`src/rtl/core/gtes_pkg.sv`:
```
package gtes_pkg;

    localparam int LEN_W       = 16;
    localparam int FADE_W      = 15;
    localparam int RECIP_W     = 17;
    localparam int GAIN_W      = 16;
    localparam int CNT_W       = 17;
    localparam int CFG_IDX_W   = 2;
    localparam int CFG_DATA_W  = 17;
    localparam int QUEUE_DEPTH = 2;

    localparam logic [LEN_W-1:0]  LEN_MIN     = LEN_W'(64);
    localparam logic [GAIN_W-1:0] GAIN_UNITY  = GAIN_W'(4096);
    localparam int                GAIN_SHIFT  = 12;
    localparam int                RAMP_SHIFT  = 16;

    // floor(4*x3/27) as (4*x3 * DIV_RECIP) >> DIV_SHIFT, exact below 2**32/5
    localparam int                DIV_RECIP_W = 28;
    localparam logic [DIV_RECIP_W-1:0] DIV_RECIP = DIV_RECIP_W'(159072863);
    localparam int                DIV_SHIFT   = 32;

    localparam logic [CFG_IDX_W-1:0] CFG_GRAIN_LENGTH    = CFG_IDX_W'(0);
    localparam logic [CFG_IDX_W-1:0] CFG_FADE_LENGTH     = CFG_IDX_W'(1);
    localparam logic [CFG_IDX_W-1:0] CFG_FADE_RECIPROCAL = CFG_IDX_W'(2);
    localparam logic [CFG_IDX_W-1:0] CFG_SQUASH_GAIN     = CFG_IDX_W'(3);

    typedef enum logic [1:0] {
        KIND_ZERO = 2'd0,
        KIND_ONE  = 2'd1,
        KIND_RAMP = 2'd2
    } kind_t;

    typedef struct packed {
        logic             act;
        kind_t            kind;
        logic [CNT_W-1:0] pos;
    } cmd_t;

    typedef struct packed {
        logic [LEN_W-1:0]   grain_length;
        logic [FADE_W-1:0]  fade_length;
        logic [RECIP_W-1:0] fade_reciprocal;
        logic [GAIN_W-1:0]  squash_gain;
    } cfg_t;

endpackage

```
`src/rtl/core/gtes_front.sv`:
```
module gtes_front (
    input  logic          aclk,
    input  logic          aresetn,
    input  gtes_pkg::cfg_t cfg,
    input  logic          s_tvalid,
    output logic          s_tready,
    input  logic          start_req,
    input  logic          q_full,
    output logic          q_push,
    output gtes_pkg::cmd_t q_cmd
);
    import gtes_pkg::*;

    localparam int CMP_W = CNT_W + 1;

    logic signed [CNT_W-1:0] samples_left_reg;
    logic signed [CNT_W-1:0] samples_left_next;
    logic [LEN_W-1:0]        len_clip;
    logic [LEN_W-1:0]        eff_len;
    logic signed [CNT_W-1:0] d;
    logic signed [CMP_W-1:0] d_e;
    logic signed [CMP_W-1:0] len_e;
    logic signed [CMP_W-1:0] fade_e;
    logic signed [CMP_W-1:0] mid_end;
    logic signed [CMP_W-1:0] fall_pos;

    assign len_clip = (cfg.grain_length < LEN_MIN) ? LEN_MIN : cfg.grain_length;
    assign eff_len  = {len_clip[LEN_W-1:2], 2'b00};

    assign d        = start_req ? $signed({1'b0, eff_len}) : samples_left_reg;
    assign d_e      = {d[CNT_W-1], d};
    assign len_e    = $signed({2'b00, eff_len});
    assign fade_e   = $signed({3'b000, cfg.fade_length});
    assign mid_end  = len_e - fade_e;
    assign fall_pos = len_e - d_e;

    assign s_tready = !q_full;
    assign q_push   = s_tvalid && !q_full;

    // classify the counter position into a zero, flat or ramp sample
    always_comb begin
        q_cmd.act  = !d[CNT_W-1];
        q_cmd.kind = KIND_ZERO;
        q_cmd.pos  = '0;
        if (d[CNT_W-1]) begin
            q_cmd.kind = KIND_ZERO;
        end else if (d_e < fade_e) begin
            q_cmd.kind = KIND_RAMP;
            q_cmd.pos  = d;
        end else if (d_e < mid_end) begin
            q_cmd.kind = KIND_ONE;
        end else if (d_e >= len_e) begin
            q_cmd.kind = KIND_ZERO;
        end else begin
            q_cmd.kind = KIND_RAMP;
            q_cmd.pos  = fall_pos[CNT_W-1:0];
        end
    end

    always_comb begin
        samples_left_next = samples_left_reg;
        if (q_push) begin
            samples_left_next = d[CNT_W-1] ? d : d - CNT_W'(1);
        end
    end

    always_ff @(posedge aclk) begin
        if (!aresetn) begin
            samples_left_reg <= '1;
        end else begin
            samples_left_reg <= samples_left_next;
        end
    end

    a_count_floor: assert property (@(posedge aclk) disable iff (!aresetn)
        (samples_left_reg[CNT_W-1] == 1'b0) || (samples_left_reg == '1))
        else $error("samples left below minus one");

endmodule

```
`src/rtl/core/gtes_queue.sv`:
```
module gtes_queue (
    input  logic           aclk,
    input  logic           aresetn,
    input  logic           push,
    input  gtes_pkg::cmd_t push_cmd,
    output logic           full,
    input  logic           pop,
    output logic           valid,
    output gtes_pkg::cmd_t pop_cmd
);
    import gtes_pkg::*;

    localparam int PTR_W = (QUEUE_DEPTH > 1) ? $clog2(QUEUE_DEPTH) : 1;

    cmd_t             mem [QUEUE_DEPTH];
    logic [PTR_W-1:0] wr_ptr_reg;
    logic [PTR_W-1:0] rd_ptr_reg;
    logic [PTR_W:0]   count_reg;
    logic [PTR_W-1:0] wr_ptr_next;
    logic [PTR_W-1:0] rd_ptr_next;
    logic [PTR_W:0]   count_next;

    assign full    = (count_reg == (PTR_W+1)'(QUEUE_DEPTH));
    assign valid   = (count_reg != '0);
    assign pop_cmd = mem[rd_ptr_reg];

    always_comb begin
        wr_ptr_next = push ? wr_ptr_reg + PTR_W'(1) : wr_ptr_reg;
        rd_ptr_next = pop  ? rd_ptr_reg + PTR_W'(1) : rd_ptr_reg;
        count_next  = count_reg;
        if (push && !pop) begin
            count_next = count_reg + (PTR_W+1)'(1);
        end else if (pop && !push) begin
            count_next = count_reg - (PTR_W+1)'(1);
        end
    end

    always_ff @(posedge aclk) begin
        if (push) begin
            mem[wr_ptr_reg] <= push_cmd;
        end
    end

    always_ff @(posedge aclk) begin
        if (!aresetn) begin
            wr_ptr_reg <= '0;
            rd_ptr_reg <= '0;
            count_reg  <= '0;
        end else begin
            wr_ptr_reg <= wr_ptr_next;
            rd_ptr_reg <= rd_ptr_next;
            count_reg  <= count_next;
        end
    end

    a_no_overflow: assert property (@(posedge aclk) disable iff (!aresetn)
        count_reg <= (PTR_W+1)'(QUEUE_DEPTH))
        else $error("queue overflow");

    a_no_underflow: assert property (@(posedge aclk) disable iff (!aresetn)
        pop |-> count_reg != '0)
        else $error("pop from empty queue");

endmodule

```
`src/rtl/core/gtes_back.sv`:
```
module gtes_back #(
    parameter int ENV_WIDTH = 16
) (
    input  logic                 aclk,
    input  logic                 aresetn,
    input  gtes_pkg::cfg_t       cfg,
    input  logic                 q_valid,
    input  gtes_pkg::cmd_t       q_cmd,
    output logic                 q_pop,
    output logic                 m_tvalid,
    input  logic                 m_tready,
    output logic [ENV_WIDTH-1:0] envelope,
    output logic                 active
);
    import gtes_pkg::*;

    localparam int F   = ENV_WIDTH - 1;
    localparam int X_W = ENV_WIDTH;
    localparam int T_W = ENV_WIDTH + 1;
    localparam int A_W = (T_W + 2 > CNT_W) ? T_W + 2 : CNT_W;
    localparam int B_W = (DIV_RECIP_W > ENV_WIDTH) ? DIV_RECIP_W : ENV_WIDTH;
    localparam int P_W = A_W + B_W;
    localparam int R_W = P_W + F;

    localparam logic [ENV_WIDTH-1:0] ENV_ONE  = {1'b1, {F{1'b0}}};
    localparam logic [X_W-1:0]       CLAMP_HI = {2'b11, {(F-1){1'b0}}};

    typedef enum logic [6:0] {
        ST_IDLE = 7'b0000001,
        ST_RAMP = 7'b0000010,
        ST_GAIN = 7'b0000100,
        ST_SQR  = 7'b0001000,
        ST_CUBE = 7'b0010000,
        ST_DIV  = 7'b0100000,
        ST_DONE = 7'b1000000
    } state_t;

    state_t                state_reg, state_next;
    logic                  act_reg, act_next;
    logic [CNT_W-1:0]      pos_reg, pos_next;
    logic [ENV_WIDTH-1:0]  env_reg, env_next;
    logic [X_W-1:0]        x_reg, x_next;
    logic [T_W-1:0]        t_reg, t_next;
    logic                  m_tvalid_reg, m_tvalid_next;
    logic [ENV_WIDTH-1:0]  envelope_reg, envelope_next;
    logic                  active_reg, active_next;

    logic                  squash_on;
    logic                  out_free;
    logic [A_W-1:0]        mul_a;
    logic [B_W-1:0]        mul_b;
    logic [P_W-1:0]        mul_p;
    logic [R_W-1:0]        ramp_sh;
    logic [ENV_WIDTH-1:0]  ramp_v;
    logic [P_W-1:0]        gain_sh;
    logic [X_W-1:0]        gain_x;
    logic [P_W-1:0]        pow_sh;
    logic [P_W-1:0]        div_sh;
    logic [X_W-1:0]        div_c;
    logic [X_W-1:0]        sq_y;
    logic [ENV_WIDTH-1:0]  sq_env;

    assign squash_on = (cfg.squash_gain > GAIN_UNITY);
    assign out_free  = !m_tvalid_reg || m_tready;
    assign q_pop     = (state_reg == ST_IDLE) && q_valid;

    // one shared multiplier, operands picked by the sequencer step
    always_comb begin
        mul_a = '0;
        mul_b = '0;
        unique case (state_reg)
            ST_RAMP: begin
                mul_a = A_W'(pos_reg);
                mul_b = B_W'(cfg.fade_reciprocal);
            end
            ST_GAIN: begin
                mul_a = A_W'(cfg.squash_gain);
                mul_b = B_W'(env_reg);
            end
            ST_SQR: begin
                mul_a = A_W'(x_reg);
                mul_b = B_W'(x_reg);
            end
            ST_CUBE: begin
                mul_a = A_W'(t_reg);
                mul_b = B_W'(x_reg);
            end
            ST_DIV: begin
                mul_a = A_W'({t_reg, 2'b00});
                mul_b = B_W'(DIV_RECIP);
            end
            default: begin
                mul_a = '0;
                mul_b = '0;
            end
        endcase
    end

    assign mul_p   = P_W'(mul_a) * P_W'(mul_b);

    assign ramp_sh = {mul_p, {F{1'b0}}} >> RAMP_SHIFT;
    assign ramp_v  = (ramp_sh > R_W'(ENV_ONE)) ? ENV_ONE : ramp_sh[ENV_WIDTH-1:0];

    assign gain_sh = mul_p >> GAIN_SHIFT;
    assign gain_x  = (gain_sh > P_W'(CLAMP_HI)) ? CLAMP_HI : gain_sh[X_W-1:0];

    assign pow_sh  = mul_p >> F;

    assign div_sh  = mul_p >> DIV_SHIFT;
    assign div_c   = div_sh[X_W-1:0];
    assign sq_y    = (div_c > x_reg) ? '0 : x_reg - div_c;
    assign sq_env  = (sq_y > ENV_ONE) ? ENV_ONE : sq_y;

    always_comb begin
        state_next    = state_reg;
        act_next      = act_reg;
        pos_next      = pos_reg;
        env_next      = env_reg;
        x_next        = x_reg;
        t_next        = t_reg;
        m_tvalid_next = m_tvalid_reg;
        envelope_next = envelope_reg;
        active_next   = active_reg;
        if (m_tvalid_reg && m_tready) begin
            m_tvalid_next = 1'b0;
        end
        unique case (state_reg)
            ST_IDLE: begin
                if (q_valid) begin
                    act_next = q_cmd.act;
                    pos_next = q_cmd.pos;
                    case (q_cmd.kind)
                        KIND_RAMP: begin
                            state_next = ST_RAMP;
                        end
                        KIND_ONE: begin
                            env_next   = ENV_ONE;
                            state_next = squash_on ? ST_GAIN : ST_DONE;
                        end
                        default: begin
                            env_next   = '0;
                            state_next = squash_on ? ST_GAIN : ST_DONE;
                        end
                    endcase
                end
            end
            ST_RAMP: begin
                env_next   = ramp_v;
                state_next = squash_on ? ST_GAIN : ST_DONE;
            end
            ST_GAIN: begin
                x_next     = gain_x;
                state_next = ST_SQR;
            end
            ST_SQR: begin
                t_next     = pow_sh[T_W-1:0];
                state_next = ST_CUBE;
            end
            ST_CUBE: begin
                t_next     = pow_sh[T_W-1:0];
                state_next = ST_DIV;
            end
            ST_DIV: begin
                env_next   = sq_env;
                state_next = ST_DONE;
            end
            ST_DONE: begin
                if (out_free) begin
                    m_tvalid_next = 1'b1;
                    envelope_next = env_reg;
                    active_next   = act_reg;
                    state_next    = ST_IDLE;
                end
            end
            default: begin
                state_next = ST_IDLE;
            end
        endcase
    end

    always_ff @(posedge aclk) begin
        if (!aresetn) begin
            state_reg    <= ST_IDLE;
            m_tvalid_reg <= 1'b0;
        end else begin
            state_reg    <= state_next;
            m_tvalid_reg <= m_tvalid_next;
        end
    end

    always_ff @(posedge aclk) begin
        act_reg      <= act_next;
        pos_reg      <= pos_next;
        env_reg      <= env_next;
        x_reg        <= x_next;
        t_reg        <= t_next;
        envelope_reg <= envelope_next;
        active_reg   <= active_next;
    end

    assign m_tvalid = m_tvalid_reg;
    assign envelope = envelope_reg;
    assign active   = active_reg;

    a_env_bound: assert property (@(posedge aclk) disable iff (!aresetn)
        m_tvalid_reg |-> envelope_reg <= ENV_ONE)
        else $error("envelope above unity");

    a_idle_zero: assert property (@(posedge aclk) disable iff (!aresetn)
        (m_tvalid_reg && !active_reg) |-> envelope_reg == '0)
        else $error("finished grain with non-zero envelope");

endmodule

```
`src/rtl/core/grain_trapezoid_envelope_shaper_core.sv`:
```
// Envelope generator for one audio grain, one envelope value per input item.
// s_ channel: each item carries start_req in s_tdata bit 0; 1 reloads the
// samples-left counter from grain_length and restarts the grain, 0 advances
// one sample. m_ channel: one item per input item, envelope in m_tdata
// (Q1.15 at the default width) and the active flag in m_tuser.
// cfg channel: register index and data, always ready; write only while the
// block is idle. Registers: grain_length, fade_length, fade_reciprocal,
// squash_gain.
// The front classifies each item in its accept cycle and pushes it into a
// two-entry queue; the back sequencer works one item at a time on a single
// shared multiplier. The back pops an item in its idle state, passes a ramp
// sample through the ramp step, runs the gain, square, cube and divide steps
// when squash_gain is above unity, and loads the result register from the
// done state; it takes the next item only after returning to idle.
// Reset clears the counter to finished and loads the register defaults.
// A stalled receiver holds the result register; the back finishes the next
// item and waits, and the queue keeps accepting until both entries are full.
module grain_trapezoid_envelope_shaper_core #(
    parameter int ENV_WIDTH = 16
) (
    input  logic                           aclk,
    input  logic                           aresetn,
    input  logic                           s_tvalid,
    output logic                           s_tready,
    input  logic [7:0]                     s_tdata,   // [0] start_req
    output logic                           m_tvalid,
    input  logic                           m_tready,
    output logic [((ENV_WIDTH+7)/8)*8-1:0] m_tdata,   // [ENV_WIDTH-1:0] envelope
    output logic                           m_tuser,   // [0] active
    input  logic                           cfg_valid,
    output logic                           cfg_ready,
    input  logic [gtes_pkg::CFG_IDX_W-1:0] cfg_index,
    input  logic [gtes_pkg::CFG_DATA_W-1:0] cfg_wdata
);
    import gtes_pkg::*;

    localparam int TDATA_W = ((ENV_WIDTH + 7) / 8) * 8;

    cfg_t                 cfg_reg;
    cfg_t                 cfg_next;
    logic                 q_full;
    logic                 q_push;
    cmd_t                 q_push_cmd;
    logic                 q_pop;
    logic                 q_valid;
    cmd_t                 q_pop_cmd;
    logic [ENV_WIDTH-1:0] envelope;

    assign cfg_ready = 1'b1;

    always_comb begin
        cfg_next = cfg_reg;
        if (cfg_valid) begin
            unique case (cfg_index)
                CFG_GRAIN_LENGTH:    cfg_next.grain_length    = cfg_wdata[LEN_W-1:0];
                CFG_FADE_LENGTH:     cfg_next.fade_length     = cfg_wdata[FADE_W-1:0];
                CFG_FADE_RECIPROCAL: cfg_next.fade_reciprocal = cfg_wdata[RECIP_W-1:0];
                CFG_SQUASH_GAIN:     cfg_next.squash_gain     = cfg_wdata[GAIN_W-1:0];
                default: begin
                    cfg_next = cfg_reg;
                end
            endcase
        end
    end

    always_ff @(posedge aclk) begin
        if (!aresetn) begin
            cfg_reg.grain_length    <= LEN_W'(64);
            cfg_reg.fade_length     <= '0;
            cfg_reg.fade_reciprocal <= '0;
            cfg_reg.squash_gain     <= GAIN_UNITY;
        end else begin
            cfg_reg <= cfg_next;
        end
    end

    gtes_front u_front (
        .aclk      (aclk),
        .aresetn   (aresetn),
        .cfg       (cfg_reg),
        .s_tvalid  (s_tvalid),
        .s_tready  (s_tready),
        .start_req (s_tdata[0]),
        .q_full    (q_full),
        .q_push    (q_push),
        .q_cmd     (q_push_cmd)
    );

    gtes_queue u_queue (
        .aclk     (aclk),
        .aresetn  (aresetn),
        .push     (q_push),
        .push_cmd (q_push_cmd),
        .full     (q_full),
        .pop      (q_pop),
        .valid    (q_valid),
        .pop_cmd  (q_pop_cmd)
    );

    gtes_back #(
        .ENV_WIDTH (ENV_WIDTH)
    ) u_back (
        .aclk     (aclk),
        .aresetn  (aresetn),
        .cfg      (cfg_reg),
        .q_valid  (q_valid),
        .q_cmd    (q_pop_cmd),
        .q_pop    (q_pop),
        .m_tvalid (m_tvalid),
        .m_tready (m_tready),
        .envelope (envelope),
        .active   (m_tuser)
    );

    assign m_tdata = TDATA_W'(envelope);

endmodule
```
`config.mk`:
```
export PLATFORM = sky130hd
export DESIGN_NAME = grain_trapezoid_envelope_shaper_core
export DESIGN_NICKNAME = d
export VERILOG_FILES = /design/src/rtl/core/gtes_pkg.sv /design/src/rtl/core/gtes_front.sv /design/src/rtl/core/gtes_queue.sv /design/src/rtl/core/gtes_back.sv /design/src/rtl/core/grain_trapezoid_envelope_shaper_core.sv
export SDC_FILE = /design/constraint.sdc
export NUM_CORES = 2
export LEC_CHECK = 0
export BUFFER_PORTS_ARGS = -buffer_cell sky130_fd_sc_hd__buf_2
export CORE_ASPECT_RATIO = 1.4
export CORE_MARGIN = 3
export CORE_UTILIZATION = 45
export CTS_BUF_LIST = sky130_fd_sc_hd__clkbuf_4 sky130_fd_sc_hd__clkbuf_8
export DETAILED_ROUTE_END_ITERATION = 7
export PLACE_DENSITY_LB_ADDON = 0.1
export REMOVE_ABC_BUFFERS = 1
export SLEW_MARGIN = 20
export SYNTH_ARGS = -nofsm -noshare
export SYNTH_HDL_FRONTEND = slang
export SYNTH_SLANG_ARGS = --single-unit
```
`constraint.sdc`:
```
create_clock -name aclk -period 13.48 [get_ports aclk]
set_clock_uncertainty 0.2 [all_clocks]
set_input_delay 4.044 -clock aclk [delete_from_list [all_inputs] [get_ports aclk]]
set_output_delay 4.044 -clock aclk [all_outputs]
set_load 0.05 [all_outputs]
```
# Word-level counts from Yosys, hierarchy flattened
# Memories as Yosys holds them, arrays and structs flattened. A register that Yosys moved wholly into a read port is not among the register bits.
# Cells that the tools add are included.
[op_classes] order_cmp=9 reduce_logical=24 n_eq_ne=16 mux=32 add_sub_neg=8 mul=1
[ops] cell="28-bit case mux with 4 select lines" n=1
[ops] cell="19-bit case mux with 5 select lines" n=1
[ops] cell="17-bit 2-to-1 mux" n=5
[ops] cell="16-bit 2-to-1 mux" n=5
[ops] cell="7-bit case mux with 7 select lines" n=1
[ops] cell="16-bit case mux with 3 select lines" n=1
[ops] cell="19-bit by 28-bit multiplier with 47-bit output" n=1
[ops] cell="46-bit by 16-bit > comparator with 1-bit output (second input constant)" n=1
[ops] cell="35-bit by 16-bit > comparator with 1-bit output (second input constant)" n=1
[ops] cell="16-bit case mux with 2 select lines" n=1
[ops] cell="7-bit 2-to-1 mux" n=4
[ops] cell="19-bit 2-to-1 mux" n=1
[ops] cell="17-bit >= comparator" n=1
[ops] cell="17-bit by 16-bit less-than comparator with 1-bit output" n=1
[ops] cell="17-bit less-than comparator" n=1
[ops] cell="16-bit by 15-bit subtractor with 17-bit output" n=1
[ops] cell="17-bit subtractor" n=1
[ops] cell="17-bit by 2-bit subtractor with 17-bit output (second input constant)" n=1
[ops] cell="15-bit by 16-bit > comparator with 1-bit output" n=1
[ops] cell="16-bit by 13-bit > comparator with 1-bit output (second input constant)" n=1
[ops] cell="16-bit > comparator (second input constant)" n=1
[ops] cell="16-bit by 7-bit less-than comparator with 1-bit output (second input constant)" n=1
[ops] cell="16-bit by 15-bit subtractor with 16-bit output" n=1
[ops] cell="2-bit AND reduction" n=7
[ops] cell="24 further kinds" n=49
[totals] out_inout_bits=20 register_bits=177 n_memories=1 ramBits=40
[mem_list] name="u_queue.mem" depth=2 word_bits=20 read_ports=1 rd_clocked_by_memory_dff=1 wr=1 line_no="gtes_queue.sv:15" rtl="cmd_t mem [QUEUE_DEPTH];"

# Logic depth before layout (Yosys ltp)
[depth] word_depth=9 ltp_mapped=47

# Cells and area by module
# From an unflattened synthesis, not the netlist that was laid out.
[hier_totals] cells_unflattened=2988 hier_area_um2=27430.1
[by_module_without_submodules] module="gtes_back" n_inst=1 cells_each=2142 area_per_inst_um2=19593.8
[by_module_without_submodules] module="gtes_front" n_inst=1 cells_each=529 area_per_inst_um2=3766.1
[by_module_without_submodules] module="grain_trapezoid_envelope_shaper_core" n_inst=1 cells_each=233 area_per_inst_um2=2412.3
[by_module_without_submodules] module="gtes_queue" n_inst=1 cells_each=84 area_per_inst_um2=1657.8

# Worst setup path before layout
# No wires, ideal clock.
[synth_path] kind="register to register" start="register u_back.state_reg[0]" end="register u_back.env_reg[1] (data pin)" path_stages_with_launch=46 period_less_slack_ps=11831 setup_ps=257 slack_ps=1649 t_arrival_ps=11374 n_path_buf=2 path_cell_list="dfxtp_1 > or3_1 > or3_1 > or3b_2 > nand2_1 > clkbuf_1 > nand2_1 > nand2_1 > clkbuf_1 > nand2_1 > fa_1 > inv_1 > fa_1 > inv_1 > fa_1 > inv_1 > fa_1 > inv_1 > [... 10 more ...] > a21o_1 > a21oi_1 > o21ai_0 > xnor2_1 > ha_1 > a21o_1 > a21o_1 > a21oi_1 > o21bai_1 > maj3_2 > maj3_2 > maj3_2 > a2111oi_4 > a211oi_1 > o211ai_2 > o311ai_4 > a41o_4 > a32o_1"
[synth_between] elab_chain_len=9
[synth_lines] element="start, declared" line_no="gtes_back.sv:38" rtl="state_t state_reg, state_next;"
[synth_lines] element="start signal, assigned" line_no="gtes_back.sv:186" rtl="state_reg <= state_next;"
[synth_lines] element="7-bit by 4-bit equality test with 1-bit output or 7-bit by 5-bit equality test with 1-bit output (tied branches)" line_no="gtes_back.sv:71" rtl="unique case (state_reg)"
[synth_lines] element="2-bit OR reduction (no line)"
[synth_lines] element="28-bit case mux with 4 select lines" line_no="gtes_back.sv:71"
[synth_lines] element="19-bit by 28-bit multiplier with 47-bit output" line_no="gtes_back.sv:99" rtl="assign mul_p = P_W'(mul_a) * P_W'(mul_b);"
[synth_lines] element="16-bit by 15-bit subtractor with 16-bit output or 15-bit by 16-bit > comparator with 1-bit output (tied branches)" line_no="gtes_back.sv:111" rtl="assign sq_y = (div_c > x_reg) ? '0 : x_reg - div_c;"
[synth_lines] element="16-bit 2-to-1 mux" line_no="gtes_back.sv:111"
[synth_lines] element="16-bit > comparator" line_no="gtes_back.sv:112" rtl="assign sq_env = (sq_y > ENV_ONE) ? ENV_ONE : sq_y;"
[synth_lines] element="16-bit 2-to-1 mux" line_no="gtes_back.sv:112"
[synth_lines] element="16-bit case mux with 3 select lines (*)" line_no="gtes_back.sv:127" rtl="unique case (state_reg)"
[synth_lines] element="net u_back.env_next[1]" line_no="gtes_back.sv:41" rtl="logic [ENV_WIDTH-1:0] env_reg, env_next;"
[synth_lines] element="end signal, assigned" line_no="gtes_back.sv:194" rtl="env_reg <= env_next;"
[synth_lines] element="end, declared" line_no="gtes_back.sv:41"
# The timed path passes the listed nets; every way through them passes the cells marked *.
# A chain may end at the register's enable or synchronous reset.

# Final worst setup path
[layout_path] start="register u_back.state_reg[0]" end="register u_back.env_reg[15] (data pin)"
# The elaborated chain is that of the path after synthesis.

==> impl_metrics.py <==
metrics = {
    "place": {
        "dp.final_hpwl_um": 68300,
        "port_buffers": 43,
        "post-place-ws_ns": 0.724,
        "gp_congestion": 0.965,
        "dp_cells": 3693,
    },
    "synth": {
        "synth_edf_count": 124,
        "syn_inst": 2907,
        "netlist_area_sq_um": 26400,
        "synth_cell_types": 86,
        "synth_ff_type": "edfxtp_1",
        "ys.warnings.count": 0,
        "postSynth.asyncResetShare": 0,
        "syn_avg_cell_area_sq_um": 9.09,
        "yosysSeqAreaShare": 0.211,
        "synth_seq_cells": 216,
    },
    "critical_path": {
        "cp-end-kind": "flip-flop",
        "path_depth": 42,
        "cp_num_buf_inv": 5,
        "cp_slowest_cell": "fa_1",
        "r2r_slack_ns": 0.63,
        "crit_arrival_ns": 12.94,
        "critPathMaxStageDelay_ns": 0.56,
        "r2r-start": "u_back.state_reg[0]",
        "worstSetupPathType": "reg -> reg",
        "start_kind": "flip-flop",
        "cp-endpoint": "u_back.env_reg[15]",
        "cp-startpoint": "u_back.state_reg[0]",
        "crit_family": "adder cells",
        "rr_worst_depth": 42,
        "crit_fanout": 39,
        "r2r-end": "u_back.env_reg[15]",
        "cp_data_required_time_ns": 13.57,
        "crit_top_cell": "fa_1",
    },
    "global_routing": {
        "grt_use_met3": 0.0242,
        "grt_pass1_vias": 22242,
        "grt_pass1_wl_um": 127000,
        "antenna_found_initial": 1,
        "met1_usage": 0.295,
        "grt_usage": 0.267,
        "overflow": 0,
        "busiest_layer": "met2",
        "use_met2": 0.519,
        "grt_max_degree": 90,
    },
    "layout": {
        "largest_reg_flops": 62,
        "drive_gt1_frac": 0.0816,
        "synthToLayoutAreaGrowth_pct": 8.72,
        "seqCellArea_sq_um": 5570,
        "layout.cells.non_filler": 3758,
        "multiInputGateArea_sq_um": 18400,
        "n_fill_cell": 5579,
        "final_cell_mix": "566 x inv_1, 439 x nand2_1, 363 x fa_1",
        "layout.cells.most_common": "inv_1",
        "fin_nets": 3611,
    },
    "worst_hold_path": {
        "hp-start": "u_back.act_reg",
        "hold_path_class": "reg -> reg",
    },
    "floorplan": {
        "ioPinCount": 52,
        "row_count": 104,
        "core_region_area_sq_um": 57800,
        "dieArea_sq_um": 61700,
        "start_util": 0.457,
        "die_h_um": 293,
        "die_x_um": 211,
    },
    "route": {
        "vias": 20466,
        "wl_per_cell_um": 21.5,
        "drc": 0,
        "ant_nets": 0,
        "dr.pass1.iters": 7,
        "drt_wl_total_um": 80800,
        "viasPerCell": 5.45,
        "drt_iter0_markers": 939,
    },
    "clock_network": {
        "clock_sinks": 216,
        "cts_resized": 0,
        "root_buffer": "clkbuf_8",
        "clkLatencyLatePin_ns": 0.55,
        "clkTransAtPathRegs_ns": 0.07,
        "htree_levels": 2,
        "cts_buffer_depth": 3,
        "tritoncts": "built",
        "postCtsSetupBuffers": 0,
        "cts_buffers": 35,
        "cts_hold_buf": 0,
    },
    "sta": {
        "maxSlewViolCount": 0,
        "period_share": 0.953,
        "tightest_slew_ns": 1.05,
        "max-slew-margin-rel": 0.302,
        "tns_ns": 0,
        "setup_ws_ns": 0.628,
        "hold_violations": 0,
        "timing.hold.ws_ns": 0.224,
        "fin_crit_ns": 12.85,
        "rsz0062_at_grt": "false",
        "max_freq_mhz": 77.8,
        "setup_viol": 0,
    },
    "pwr": {
        "p_per_area_nw_per_um2": 75.6,
        "ir_worst_vdd_uv": 80.6,
        "p_leak_nw": 13.7,
        "p_total_mw": 2.17,
    },
    "flow_run": {
        "maxCapViolations": 0,
    },
    "run_status": {
        "outcome": "finished, final reports clean",
    },
}
-- report_power, final --
part | total (mW) | switching, mW | internal, mW
combinational | 0.643 | 0.407 | 0.236
clock | 0.623 | 0.283 | 0.341
sequential | 0.905 | 0.0684 | 0.837
total | 2.17 | 0.759 | 1.41
-- metal layers --
layer | routed length [um] | vias up | share of wire
met5 | 0 | - | 0
met4 | 3820 | 0 | 0.047
met3 | 3070 | 163 | 0.038
met2 | 44400 | 513 | 0.55
met1 | 29500 | 10274 | 0.37
li1 | - | 9516 | -
-- through the flow --
step                instance area (sq um)  utilization
floorplan                           26100            -
global placement                    28000        0.484
detailed placement                  28000        0.484
CTS                                 28700        0.497
global route                        28700        0.497
finish                              28700        0.497
-- logic make-up (layout without fill, tap and decap cells) --
group,count (synthesis),in the layout,synth area share
simple gates,842,842,0.143
compound gates,442,442,0.118
buf+inv,678,759,0.0969
other cells,2,30,0.000284
xor+xnor,94,94,0.0312
mux,37,37,0.0151
fa+ha+maj,596,596,0.385
flops,216,216,0.211
-- synth_stat cells, types with 12 or more instances --
cell type / n / share of area
and2_1: 45 / 0.011
o21bai_1: 14 / 0.0040
fa_1: 363 / 0.28
xor2_1: 33 / 0.011
nor3_1: 18 / 0.0034
edfxtp_1: 124 / 0.14
ha_1: 228 / 0.11
a221oi_1: 16 / 0.0053
nand3_1: 42 / 0.0080
xnor2_1: 61 / 0.020
o21ai_1: 12 / 0.0023
o21ai_0: 48 / 0.0091
o211ai_1: 18 / 0.0051
nor4_1: 14 / 0.0033
inv_1: 566 / 0.080
nor2_1: 164 / 0.023
mux2i_1: 16 / 0.0061
nand2_1: 439 / 0.062
clkbuf_1: 101 / 0.014
o22ai_1: 20 / 0.0047
mux2_2: 20 / 0.0085
a21o_1: 36 / 0.010
dfxtp_1: 92 / 0.070
nor2b_1: 14 / 0.0033
and3_1: 20 / 0.0047
a22oi_1: 32 / 0.0091
a21oi_1: 90 / 0.017
nand4_1: 22 / 0.0052
nand2b_1: 12 / 0.0028
a21boi_0: 67 / 0.019
-- how the worst min path moves through the flow --
stage	endpoint	slack (ns)	cells after the start
floorplan	u_back.active	0.20	0
finish	u_back.active	0.22	0
detailed placement	u_back.active	0.21	0
global placement	u_back.active	0.21	0
global route	u_back.active	0.23	0
CTS	u_back.active	0.23	0
-- final cells by class --
class	instances	area share
multi-input cells	2040	0.642
clock inverters	14	0.00449
clock buffers	50	0.0218
flip-flops and latches	216	0.194
repair buffers	129	0.0317
inverters	566	0.0740
well taps	742	0.0323
diodes	1	0.0000871
Power figures use the tool's default switching activity.
